===== src/rtl/ris_pkg.sv =====
package ris_pkg;

   localparam int KEY_WORD_BITS = 64;
   localparam int DEPTH_DEFAULT = 32;
   localparam int PAYLOAD_BITS_DEFAULT = 32;

   typedef struct packed {
      logic [KEY_WORD_BITS-1:0] high;
      logic [KEY_WORD_BITS-1:0] low;
   } key_type;

   // per-cycle command broadcast to every cell of the chain
   typedef struct packed {
      logic insert;
      logic drain;
   } cell_ctrl_type;

endpackage


===== src/rtl/ris_cell.sv =====
module ris_cell #(
   parameter int PAYLOAD_BITS = ris_pkg::PAYLOAD_BITS_DEFAULT
) (
   input  logic                    clock,
   input  logic                    reset,
   input  ris_pkg::cell_ctrl_type  ctrl,
   input  ris_pkg::key_type        new_key,
   input  logic [PAYLOAD_BITS-1:0] new_payload,
   input  logic                    prev_valid,
   input  ris_pkg::key_type        prev_key,
   input  logic [PAYLOAD_BITS-1:0] prev_payload,
   input  logic                    prev_gt,
   input  logic                    next_valid,
   input  ris_pkg::key_type        next_key,
   input  logic [PAYLOAD_BITS-1:0] next_payload,
   output logic                    valid,
   output ris_pkg::key_type        key,
   output logic [PAYLOAD_BITS-1:0] payload,
   output logic                    gt
);

   logic                    valid_ff;
   logic                    valid_in;
   ris_pkg::key_type        key_ff;
   ris_pkg::key_type        key_in;
   logic [PAYLOAD_BITS-1:0] payload_ff;
   logic [PAYLOAD_BITS-1:0] payload_in;

   // empty cell counts as greater than anything; equal keys stay put (stable)
   assign gt = !valid_ff || (key_ff > new_key);

   always_comb begin
      valid_in   = valid_ff;
      key_in     = key_ff;
      payload_in = payload_ff;
      if (ctrl.insert && gt) begin
         if (prev_gt) begin
            valid_in   = prev_valid;
            key_in     = prev_key;
            payload_in = prev_payload;
         end else begin
            valid_in   = 1'b1;
            key_in     = new_key;
            payload_in = new_payload;
         end
      end else if (ctrl.drain) begin
         valid_in   = next_valid;
         key_in     = next_key;
         payload_in = next_payload;
      end
   end

   always_ff @(posedge clock) begin
      if (reset) begin
         valid_ff <= 1'b0;
      end else begin
         valid_ff <= valid_in;
      end
   end

   always_ff @(posedge clock) begin
      key_ff     <= key_in;
      payload_ff <= payload_in;
   end

   assign valid   = valid_ff;
   assign key     = key_ff;
   assign payload = payload_ff;

endmodule


===== config.mk =====
export PLATFORM = sky130hd
export DESIGN_NAME = ris_cell
export DESIGN_NICKNAME = d
export VERILOG_FILES = /design/src/rtl/ris_pkg.sv /design/src/rtl/ris_cell.sv
export SDC_FILE = /design/constraint.sdc
export NUM_CORES = 1
export LEC_CHECK = 0
export ABC_CLOCK_PERIOD_IN_PS = 15770
export BUFFER_PORTS_ARGS = -buffer_cell sky130_fd_sc_hd__buf_2
export CORE_AREA = 2 2 253 255
export DETAILED_ROUTE_END_ITERATION = 6
export DIE_AREA = 0 0 255 257
export SLEW_MARGIN = 20
export SYNTH_ARGS = -nofsm -noshare
export SYNTH_HDL_FRONTEND = slang
export SYNTH_SLANG_ARGS = --single-unit

===== constraint.sdc =====
create_clock -name clock -period 15.77 [get_ports clock]
set_input_delay 3.154 -clock clock [delete_from_list [all_inputs] [get_ports clock]]
set_output_delay 3.154 -clock clock [all_outputs]
set_load 0.02 [all_outputs]

==> impl_results.md <==
* Status: completed
* Ys async rst share at 0
* Worst EP arrival at 6.38 ns
* Worst slew margin at 0.294
* Fin nets at 2383
* Vias in the first global route at 11101
* Final setup violation count at 0
* Least-Margin Pin Slew at 1.06 ns
* FF-to-FF setup slack at 10.20 ns
* Post-synth EDFFs at 160
* Netlist cell types at 43
* R2r worst-path depth at 10
* Via-per-instance ratio at 4.15
* CTS resizes at 0
* Cells after Synth at 1141
* Final ANT Viol Nets at 0
* Post-Route Setup TNS at 0 ns
* Final Cycle Share at 0.605
* Initial antenna violation count at 4
* Residual DRC count at 0
* Pwr dens at 88.8 nW/µm²
* Clock-pin slew on the worst setup and hold paths at 0.07 ns
* Layout Skew at 0.0125 ns
* Reg2reg start: key[125]$_DFFE_PP_
* Post-synth net total at 1756
* WP data required at 12.62 ns
* Crit path capture: gt
* Hold_sp: valid$_SDFFE_PP0P_
* Die width at 255 µm
* Fin. max-slew vios at 0
* Cells after DPL at 2595
* Drt wl/cell at 17.4 µm
* Leading area contributor after synthesis: edfxtp_1
* CP max FO at 3
* Area growth syn-to-layout at 39.3%
* Pre-antenna DRT Iters at 4
* CTS Buf Count at 17
* Gr usage total at 0.135
* Final Core Density at 0.267
* CTS Root Cell: clkbuf_16
* Yosys warning total at 0
* Final Hold Fails at 0
* Worst Hold Class: flop to flop
* Clk sink count at 161
* Sequential-to-total area share from yosys stat at 0.401
* RR Endpoint: key[47]$_DFFE_PP_
* Ratio of cells with drive above 1 in the final layout at 0.499
* Most common cell in the netlist: nand2_1
* Total gr overflow at 0
* Routability cong. at 0.857
* Post-DP HPWL at 37.4 mm
* Port Buf Inserts at 648
* Synth area leaders: edfxtp_1, ha_1, mux2_2
* # fillers at 6728
* Clock Latency Late Sink at 0.47 ns
* Crit. End Element: output port
* Fin cells at 2630
* Die area at 65500 µm²
* CTS tree: yes
* Seq cells post-synth at 161
* Pwr Total at 1.49 mW
* Fmax at 0.105 GHz
* RSZ-0062 raised after global routing: false
* Crit Path Class: input port to output port
* Initial drt markers at 434
* Slowest stage cell, crit path: nor4_2
* Synth cell count leaders: nand2_1, edfxtp_1, o21ai_0, inv_1, ha_1
* Crit path from: new_key[125]
* Avg Inst Size Synth at 10.6 µm²
* Core Rows at 92
* CP Cell Sequence: buf_2 > inv_1 > ha_1 > nand4_1 > or4_4 > nor4_2 > nand4_1 > nor4_2 > nor2_1 > buf_2
* Post-synth top area share at 0.399
* Max Cap Viol at 0
* Core box area at 62700 µm²
* Hold slack at 1.08 ns
* Minimum clock period at 9.54 ns
* Hold_buf cts at 0
* H-tree depth at 4
* Post-CTS setup buffers at 0
* Largest net degree at the start of global routing at 117
* Worst path max stage delay at 0.69 ns
* Routed WL at 45.8 mm
* Main synth FF type: edfxtp_1
* Worst setup SP type: input port
* CTS max path bufs at 2
* Post-Syn Area at 12000 µm²
* Worst IR Drop VDD at 0.0769 mV
* Num ports at 649
* Vias after detailed routing at 10922
* Die Y-Extent at 257 µm
* Initial Util at 0.192
* First-pass GRT wire length at 65.6 mm
* Static leakage power at 8.17 nW
## placed cells by master, fill, tap and decap left out, drive strengths merged, types with 14 or more instances in the layout
master	synthesis	layout
buf	22	656
mux2	193	193
nand2	161	161
edfxtp	160	160
o21ai	143	143
inv	134	142
ha	128	128
a21oi	47	47
nand4	27	27
nor2	18	18
clkbuf	27	18
nand3	14	14
## routing by layer
metal / track usage / share of wire / wire length, µm
met1: 0.154 / 0.41 / 18800
met2: 0.234 / 0.49 / 22300
met3: 0.0417 / 0.076 / 3480
met4: 0.0515 / 0.027 / 1250
met5: 0 / 0.00048 / 22
## cells by family after synthesis
family / Yosys count / share of synthesized area
adders and majority gates: 128 / 0.133
buffers and inverters: 183 / 0.0635
AOI/OAI and AO/OA: 227 / 0.105
muxes: 193 / 0.205
and+or+nand+nor: 249 / 0.0933
DFF: 161 / 0.401
## cell type report
cell class / instances / area, µm² / area share
diodes: 3 / 7.51 / 0.000447
clock buffers: 17 / 425 / 0.0254
clock inverters: 15 / 171 / 0.0102
inverters: 134 / 503 / 0.0300
multi-input cells: 797 / 6460 / 0.385
flip-flops and latches: 161 / 4820 / 0.288
well taps: 846 / 1060 / 0.0631
repair buffers: 657 / 3330 / 0.199
## worst min-delay path by stage
stage	cells past startpoint	end	slack, ns
global placement	5	valid$_SDFFE_PP0P_	1.14
finish	5	valid$_SDFFE_PP0P_	1.08
global route	5	valid$_SDFFE_PP0P_	1.17
floorplan	5	valid$_SDFFE_PP0P_	0.79
CTS	5	valid$_SDFFE_PP0P_	1.15
detailed placement	5	valid$_SDFFE_PP0P_	1.14
## through the flow
stage | cell area [µm²] | setup slack [ns]
floorplan | 12000 | 6.26
CTS | 16800 | 5.97
detailed placement | 16200 | 5.97
global placement | 16200 | 6.04
global route | 16800 | 5.86
finish | 16800 | 6.23
## report_power, final
part           total (mW)  internal [mW]  switching, mW
clock network       0.447          0.238          0.208
logic               0.472          0.207          0.264
registers           0.572          0.540         0.0315
## state kept, by name, summed over array words and instances (netlist names)
register	cells
key	128
payload	32
valid	1
## critical path, delay by kind of cell
family        cells  cell delay (ns)
fa+ha+maj         1             0.32
buf+inv           3             0.35
simple gates      6             2.53
Note: power is estimated with default switching activity, not from simulation.
